File: src/hdl/ebis_pkg.sv
package ebis_pkg;

	localparam int FUNC_BUTTONS = 4;
	localparam int NCH = FUNC_BUTTONS + 1;
	// result slots: encoder, encoder button, then function buttons
	localparam int NSLOT = NCH + 1;

	localparam int ACT_W = 3;
	localparam logic [ACT_W-1:0] ACT_LEFT = 3'd0;
	localparam logic [ACT_W-1:0] ACT_RIGHT = 3'd1;
	localparam logic [ACT_W-1:0] ACT_CLICK = 3'd2;
	localparam logic [ACT_W-1:0] ACT_LONG = 3'd3;
	localparam logic [ACT_W-1:0] ACT_FUNC0 = 3'd4;

	localparam logic [1:0] REG_DEBOUNCE = 2'd0;
	localparam logic [1:0] REG_POLL = 2'd1;
	localparam logic [1:0] REG_LONG = 2'd2;

	localparam logic [7:0] DEBOUNCE_RST = 8'd4;
	localparam logic [9:0] POLL_RST = 10'd10;
	localparam logic [15:0] LONG_RST = 16'd800;

	localparam logic [16:0] HELD_MAX = 17'h1FFFF;

	localparam logic signed [3:0] STEP_POS = 4'sd4;
	localparam logic signed [3:0] STEP_NEG = -4'sd4;

	typedef logic signed [1:0] delta_t;

	// quadrature transition table, index {last, cur}
	function automatic delta_t step_delta(input logic [3:0] tr);
		delta_t d;
		case (tr)
			4'd1, 4'd7, 4'd8, 4'd14: d = 2'sd1;
			4'd2, 4'd4, 4'd11, 4'd13: d = -2'sd1;
			default: d = 2'sd0;
		endcase
		return d;
	endfunction

endpackage

File: src/hdl/encoder_and_button_input_scanner.sv
// Channel   Handshake             Payload
// in        in_valid / in_stall   mode, enc_left_level, enc_right_level,
//                                 enc_button_level, func_button_levels
// out       out_valid / out_stall action, last_of_run
// cfg       cfg_write             cfg_index, cfg_data
//
// An input beat is registered, then decoded into a registered mask of up to six
// pending results; the results leave the output register one per cycle while
// out_stall is low. arst_n clears the control state and loads the register
// defaults (4, 10, 800). out_stall holds the output register and, once the
// pending mask is not empty, back-pressures the input through in_stall.
module encoder_and_button_input_scanner (
	input  logic                         clk,
	input  logic                         arst_n,
	input  logic                         in_valid,
	output logic                         in_stall,
	input  logic                         mode,
	input  logic                         enc_left_level,
	input  logic                         enc_right_level,
	input  logic                         enc_button_level,
	input  logic [ebis_pkg::FUNC_BUTTONS-1:0] func_button_levels,
	output logic                         out_valid,
	input  logic                         out_stall,
	output logic [ebis_pkg::ACT_W-1:0]   action,
	output logic                         last_of_run,
	input  logic                         cfg_write,
	input  logic [1:0]                   cfg_index,
	input  logic [15:0]                  cfg_data
);

	localparam int NCH = ebis_pkg::NCH;
	localparam int NSLOT = ebis_pkg::NSLOT;
	localparam int FB = ebis_pkg::FUNC_BUTTONS;

	// configuration
	logic [7:0]  debounce_q;
	logic [9:0]  poll_q;
	logic [15:0] long_q;

	// input stage
	logic          valid_s1;
	logic          mode_s1;
	logic [1:0]    enc_s1;
	logic          ebtn_s1;
	logic [FB-1:0] fbtn_s1;

	// scanner state
	logic [1:0]        enc_last_q;
	logic signed [2:0] enc_sum_q;
	logic [NCH-1:0]    stable_q;
	logic [NCH-1:0]    cand_q;
	logic [7:0]        cnt_q [NCH];
	logic              gest_active_q;
	logic              gest_long_q;
	logic [16:0]       held_q;

	// pending results
	logic [NSLOT-1:0] mask_q;
	logic             enc_right_q;
	logic             gest_is_long_q;

	// output register
	logic                       out_valid_q;
	logic [ebis_pkg::ACT_W-1:0] action_q;
	logic                       last_q;

	// next-state logic
	logic [NCH-1:0]    press;
	logic [7:0]        need;
	logic [NCH-1:0]    stable_n;
	logic [NCH-1:0]    cand_n;
	logic [7:0]        cnt_n [NCH];
	logic [7:0]        cnt_t [NCH];
	logic [NCH-1:0]    conf;
	logic [3:0]        tr;
	ebis_pkg::delta_t  delta;
	logic signed [3:0] sum_w;
	logic signed [2:0] sum_n;
	logic              enc_hit;
	logic              enc_right_n;
	logic              gest_active_n;
	logic              gest_long_n;
	logic [16:0]       held_n;
	logic [17:0]       held_sum;
	logic [16:0]       held_t;
	logic              gest_hit;
	logic              gest_is_long_n;
	logic [NSLOT-1:0]  mask_n;

	// pop logic
	logic                       pop_ok;
	logic [NSLOT-1:0]           low_bit;
	logic [NSLOT-1:0]           mask_left;
	logic [ebis_pkg::ACT_W-1:0] pop_act;
	logic                       adv_s1;
	logic                       accept;

	always_comb begin
		press[0] = ~ebtn_s1;
		for (int i = 0; i < FB; i++) begin
			press[i+1] = ~fbtn_s1[i];
		end
		need = (debounce_q == 8'd0) ? 8'd1 : debounce_q;

		for (int c = 0; c < NCH; c++) begin
			stable_n[c] = stable_q[c];
			cand_n[c] = cand_q[c];
			cnt_n[c] = cnt_q[c];
			cnt_t[c] = cnt_q[c];
			conf[c] = 1'b0;
			if (press[c] == stable_q[c]) begin
				cnt_n[c] = 8'd0;
				cand_n[c] = press[c];
			end else begin
				if (press[c] != cand_q[c]) begin
					cand_n[c] = press[c];
					cnt_t[c] = 8'd1;
				end else if (cnt_q[c] < need) begin
					cnt_t[c] = cnt_q[c] + 8'd1;
				end
				if (cnt_t[c] >= need) begin
					stable_n[c] = press[c];
					cnt_n[c] = 8'd0;
					conf[c] = press[c];
				end else begin
					cnt_n[c] = cnt_t[c];
				end
			end
		end

		// quadrature decode
		tr = {enc_last_q, enc_s1};
		delta = ebis_pkg::step_delta(tr);
		sum_w = {enc_sum_q[2], enc_sum_q} + {{2{delta[1]}}, delta};
		sum_n = enc_sum_q;
		enc_hit = 1'b0;
		enc_right_n = 1'b0;
		if (delta == 2'sd0) begin
			// both lines changed at once: position lost
			if (enc_s1 != enc_last_q) begin
				sum_n = 3'sd0;
			end
		end else if (sum_w >= ebis_pkg::STEP_POS) begin
			sum_n = 3'sd0;
			enc_hit = 1'b1;
			enc_right_n = 1'b1;
		end else if (sum_w <= ebis_pkg::STEP_NEG) begin
			sum_n = 3'sd0;
			enc_hit = 1'b1;
		end else begin
			sum_n = sum_w[2:0];
		end

		// encoder button gesture
		gest_active_n = gest_active_q;
		gest_long_n = gest_long_q;
		held_n = held_q;
		gest_hit = 1'b0;
		gest_is_long_n = 1'b0;
		held_sum = {1'b0, held_q} + {8'd0, poll_q};
		held_t = (held_sum > {1'b0, ebis_pkg::HELD_MAX}) ? ebis_pkg::HELD_MAX
			: held_sum[16:0];
		if (!stable_n[0]) begin
			gest_hit = gest_active_q && !gest_long_q;
			gest_active_n = 1'b0;
			gest_long_n = 1'b0;
			held_n = 17'd0;
		end else if (!gest_active_q) begin
			gest_active_n = 1'b1;
			gest_long_n = 1'b0;
			held_n = 17'd0;
		end else if (!gest_long_q) begin
			held_n = held_t;
			if (held_t >= {1'b0, long_q}) begin
				gest_long_n = 1'b1;
				gest_hit = 1'b1;
				gest_is_long_n = 1'b1;
			end
		end

		mask_n = {conf[NCH-1:1], gest_hit, enc_hit};
	end

	always_comb begin
		pop_ok = !out_valid_q || !out_stall;
		low_bit = mask_q & (~mask_q + NSLOT'(1));
		pop_act = ebis_pkg::ACT_LEFT;
		for (int s = NSLOT - 1; s >= 0; s--) begin
			if (mask_q[s]) begin
				if (s == 0) begin
					pop_act = enc_right_q ? ebis_pkg::ACT_RIGHT : ebis_pkg::ACT_LEFT;
				end else if (s == 1) begin
					pop_act = gest_is_long_q ? ebis_pkg::ACT_LONG : ebis_pkg::ACT_CLICK;
				end else begin
					pop_act = ebis_pkg::ACT_FUNC0 + ebis_pkg::ACT_W'(s - 2);
				end
			end
		end
		mask_left = pop_ok ? (mask_q & ~low_bit) : mask_q;
		adv_s1 = valid_s1 && (mask_left == '0);
		in_stall = valid_s1 && !adv_s1;
		accept = in_valid && !in_stall;
	end

	always_ff @(posedge clk or negedge arst_n) begin
		if (!arst_n) begin
			debounce_q <= ebis_pkg::DEBOUNCE_RST;
			poll_q <= ebis_pkg::POLL_RST;
			long_q <= ebis_pkg::LONG_RST;
		end else if (cfg_write) begin
			case (cfg_index)
				ebis_pkg::REG_DEBOUNCE: debounce_q <= cfg_data[7:0];
				ebis_pkg::REG_POLL: poll_q <= cfg_data[9:0];
				ebis_pkg::REG_LONG: long_q <= cfg_data;
				default: ;
			endcase
		end
	end

	// input stage
	always_ff @(posedge clk or negedge arst_n) begin
		if (!arst_n) begin
			valid_s1 <= 1'b0;
		end else if (accept) begin
			valid_s1 <= 1'b1;
		end else if (adv_s1) begin
			valid_s1 <= 1'b0;
		end
	end

	always_ff @(posedge clk) begin
		if (accept) begin
			mode_s1 <= mode;
			enc_s1 <= {enc_left_level, enc_right_level};
			ebtn_s1 <= enc_button_level;
			fbtn_s1 <= func_button_levels;
		end
	end

	// state update, one beat per advance
	always_ff @(posedge clk or negedge arst_n) begin
		if (!arst_n) begin
			enc_last_q <= 2'd0;
			enc_sum_q <= 3'sd0;
			stable_q <= '0;
			cand_q <= '0;
			for (int c = 0; c < NCH; c++) begin
				cnt_q[c] <= 8'd0;
			end
			gest_active_q <= 1'b0;
			gest_long_q <= 1'b0;
			held_q <= 17'd0;
			mask_q <= '0;
			enc_right_q <= 1'b0;
			gest_is_long_q <= 1'b0;
		end else begin
			if (adv_s1 && !mode_s1) begin
				mask_q <= mask_n;
			end else begin
				mask_q <= mask_left;
			end
			if (adv_s1) begin
				enc_last_q <= enc_s1;
				if (mode_s1) begin
					enc_sum_q <= 3'sd0;
					stable_q <= press;
					cand_q <= press;
					for (int c = 0; c < NCH; c++) begin
						cnt_q[c] <= 8'd0;
					end
					gest_active_q <= 1'b0;
					gest_long_q <= 1'b0;
					held_q <= 17'd0;
				end else begin
					enc_sum_q <= sum_n;
					stable_q <= stable_n;
					cand_q <= cand_n;
					for (int c = 0; c < NCH; c++) begin
						cnt_q[c] <= cnt_n[c];
					end
					gest_active_q <= gest_active_n;
					gest_long_q <= gest_long_n;
					held_q <= held_n;
					enc_right_q <= enc_right_n;
					gest_is_long_q <= gest_is_long_n;
				end
			end
		end
	end

	// output register
	always_ff @(posedge clk or negedge arst_n) begin
		if (!arst_n) begin
			out_valid_q <= 1'b0;
			action_q <= ebis_pkg::ACT_LEFT;
			last_q <= 1'b0;
		end else if (pop_ok) begin
			out_valid_q <= (mask_q != '0);
			action_q <= pop_act;
			last_q <= ((mask_q & ~low_bit) == '0);
		end
	end

	assign out_valid = out_valid_q;
	assign action = action_q;
	assign last_of_run = last_q;

endmodule
File: config.mk
export PLATFORM = sky130hd
export DESIGN_NAME = encoder_and_button_input_scanner
export DESIGN_NICKNAME = d
export VERILOG_FILES = /design/src/hdl/ebis_pkg.sv /design/src/hdl/encoder_and_button_input_scanner.sv
export SDC_FILE = /design/constraint.sdc
export NUM_CORES = 1
export LEC_CHECK = 0
export BUFFER_PORTS_ARGS = -buffer_cell sky130_fd_sc_hd__buf_2
export CAP_MARGIN = 20
export CORE_MARGIN = 2
export CORE_UTILIZATION = 55
export DETAILED_ROUTE_END_ITERATION = 16
export GPL_TIMING_DRIVEN = 0
export PLACE_DENSITY_LB_ADDON = 0.25
export SLEW_MARGIN = 20
export SYNTH_ARGS = -nofsm -noshare
export SYNTH_HDL_FRONTEND = slang
export SYNTH_SLANG_ARGS = --single-unit
File: constraint.sdc
create_clock -name clk -period 8.76 [get_ports clk]
set_input_delay 0.438 -clock clk [delete_from_list [all_inputs] [get_ports clk]]
set_output_delay 0.438 -clock clk [all_outputs]
set_load 0.01 [all_outputs]
==> summary.txt <==
Pwr
  • Clock power share: 39.2%
  • PwrDens: 189.1 nW/µm²
  • Net Sw Frac: 30.99%
  • Worst VDD drop: 0.0001468 V
  • Sw power: 0.6227 mW
  • Seq pwr share: between 30% and 40%
  • Pleak: 4.902 nW
  • Internal Power: 1.387 mW
  • Logic pwr share: 24.4%

Yosys
  • Yosys cell types: between 60 and 70
  • Register bit total from synthesis: 130
  • Cells after Synth: approximately 1000
  • Synth Warn #: 0
  • Post-synth ARST share: 93.85%
  • Synthesized area per cell: approximately 9.1 µm²
  • Most used DFF post-synth: dfrtp_1
  • Synth Net Count: 1187
  • Sequential fraction of the synthesis area: between 30% and 40%
  • Post-synth EDFFs: 8
  • Synthesized cell area: roughly 9500 µm²

Clock tree
  • Num CTS Buffers: 17
  • Clock sink count: 130
  • CTS resizes: 0
  • Clk buf depth: 2
  • Htree depth: 4
  • Post-CTS Setup Bufs: 0
  • Root Driver: clkbuf_16
  • CTS tree: yes
  • Worst-path clk slew: roughly 0.060 ns
  • Skew-Pair Late Insertion Delay: ~0.43 ns
  • CTS Hold Bufs: 1

GRT
  • First-pass GRT wire length: 38560 µm
  • Initial antenna violation count: 0
  • Total gr overflow: 0
  • Number of global-route vias before repair: 7776
  • GRT Util Overall: 26.84%
  • Largest net degree at the start of global routing: 74

Floorplanning
  • Num rows: between 40 and 50
  • Die height: 135.2 µm
  • X dimension of the die: around 140 µm
  • Core Area: 16700 µm²
  • Die ar.: 18270 µm²
  • Initial Utilization: between 50% and 60%
  • Io pins: 37

Timing
  • Min Tclk post-route: approximately 6 ns
  • FMAX: 171.4 MHz
  • Setup_tns: 0 ns
  • Hold Vio Cnt, Final: 0
  • Finish-stage setup viols: 0
  • Clk_skew: 0.009434 ns
  • Slew headroom: between 30 and 40%
  • RSZ-0062 raised after global routing: false
  • Slew Limit Fails: 0
  • WHS: 0.1860 ns
  • Final Cycle Share: approximately two thirds
  • Worst slew pin tran: 0.9350 ns

Setup path
  • Setup crit start kind: flop
  • Worst R2R Path Depth: 15
  • Critical Path RT: roughly 9.1 ns
  • Worst Path Arrival: 6.14 ns
  • Critical Path Source: debounce_q[2]$_DFFE_PN1P_
  • CP Capture Type: flop
  • CP Class: reg2reg
  • Critical Path Fanout Max: 11
  • R2r startpoint: debounce_q[2]$_DFFE_PN1P_

Placement
  • Post-detail-place hpwl: approximately 16000 µm
  • # port buffers: 36
  • GPL Wtd Cong: 0.8719

Cells and area
  • Most common cell after layout, fill and taps aside: dfrtp_1
  • Layout filler cell count: between 1000 and 1500
  • Ratio of cells with drive above 1 in the final layout: 10.89%
  • Area growth syn-to-layout: 12.27%
  • N_diodes: 0
  • Most frequent cells in the layout: dfrtp_1 (116), ha_1 (113), nand2_1 (100)
  • Nets: 1244

Detailed routing
  • Number of DRC markers in iteration 0: around 470
  • Residual DRC count: 0
  • Detailed-route via count: 8039
  • Via/cell ratio: about 6
  • Routed len/inst: ~17 µm
  • Drt pass-1 iters: 7
  • Antenna-violating nets left: 0
  • WL final: 23060 µm

Job
  • Max cap viols: 0

Min path
  • Hold path cells: 1
  • HP Start: mode
  • Hold crit path type: in2reg

Status
  • Status: finished clean
[final timing paths]
| path | to | slack [ns] |
|---|---|---|
| max | held_q[6]$_DFFE_PN0P_ | 2.93 |
| min | mode_s1$_DFFE_PP_ | 0.19 |
| max reg2reg | held_q[6]$_DFFE_PN0P_ | 2.93 |
| min reg2reg | enc_right_q$_DFFE_PN0P_ | 0.48 |
| max in group asynchronous | long_q[9]$_DFFE_PN1P_ | 7.52 |
| min in group asynchronous | cnt_q[21]$_DFFE_PN0P_ | 0.52 |
[power groups by stage]
stage	Sequential [mW]	Clock, mW	Combinational (mW)
finish	0.730	0.788	0.491
global route	0.739	0.827	0.559
detailed placement	0.738	0	0.486
CTS	0.728	0.801	0.491
global placement	0.736	0	0.468
floorplan	0.724	0	0.350
[cells in the mapped netlist, types with 13 or more instances]
| cell | instances | area, µm² |
|---|---|---|
| nand3_1 | 28 | 140.1 |
| ha_1 | 113 | 1414 |
| o21ai_0 | 68 | 340.3 |
| nor2_1 | 79 | 296.5 |
| nand2_1 | 100 | 375.4 |
| a21oi_1 | 61 | 305.3 |
| mux2_2 | 28 | 315.3 |
| a21o_1 | 20 | 150.1 |
| inv_1 | 59 | 221.5 |
| nor3_1 | 20 | 100.1 |
| clkbuf_1 | 27 | 101.4 |
| o21a_1 | 13 | 97.59 |
| nand2b_1 | 19 | 118.9 |
| xor2_1 | 25 | 219.0 |
| a31oi_1 | 39 | 244.0 |
| dfrtp_1 | 116 | 2903 |
| xnor2_1 | 31 | 271.5 |
[per-layer routing]
metal  up-vias  global-route usage (%)  part of all wire [%]
li1       3929                       -                     -
met3        40                   4.751                   4.4
met4         0                   8.854                   2.2
met5         -                       0                     0
met2       194                   43.94                    47
met1      3876                   36.27                    47
[sequential cells by signal, summed over array words and instances, names as in the netlist, 2 cells and up]
name and count:
action 3, cand_q 5, cnt_q 40, debounce_q 8
enc_last_q 2, enc_s1 2, enc_sum_q 3, fbtn_s1 4
held_q 17, long_q 16, mask_q 6, poll_q 10
stable_q 5
[through the flow]
step | instances | worst slack, ns | utilization, % | total power [mW] | area, µm²
CTS | 1331 | 2.952 | 63.62 | 2.020 | 10630
global placement | 1297 | 3.157 | 59.39 | 1.204 | 9920
global route | 1331 | 2.687 | 63.62 | 2.125 | 10630
detailed placement | 1298 | 3.057 | 59.62 | 1.224 | 9957
floorplan | 1041 | 4.180 | - | 1.074 | 9464
finish | 1331 | 2.925 | 63.62 | 2.010 | 10630
[kinds of logic (layout without fill, tap and decap cells)]
logic type,Yosys count,count (layout),synth area share [%]
xor gates and xnor gates,56,56,5.182
adders and majority gates,116,116,15.47
and+or+nand+nor,319,319,16.33
AOI/OAI and AO/OA,288,288,19.65
buffers and inverters,95,165,4.085
DFF,130,130,34.88
muxes,37,37,4.416
[cell type report]
type	instances	area [µm²]	share of cell area (%)
repair buffers	38	227.7	2.143
clock inverters	8	145.1	1.366
flip-flops and latches	130	3301	31.06
clock buffers	24	513.0	4.828
inverters	59	221.5	2.084
plain buffers	36	165.2	1.554
multi-input cells	816	5777	54.37
well taps	220	275.3	2.591
[critical path, stage by stage, from the launching register on]
cell and delay, ns:
dfstp_2 0.52, inv_1 0.28, ha_1 0.34, or4_1 0.47, o21ai_0 0.38, nand2_1 0.24, nor4_1 0.51, xnor2_1 0.18
nor2_1 0.07, ha_1 0.35, o2111ai_1 0.16, o31ai_1 0.64, o221ai_1 0.57, a31o_2 0.43, clkbuf_1 0.26, a22o_1 0.31
Power figures use the tool's default switching activity.
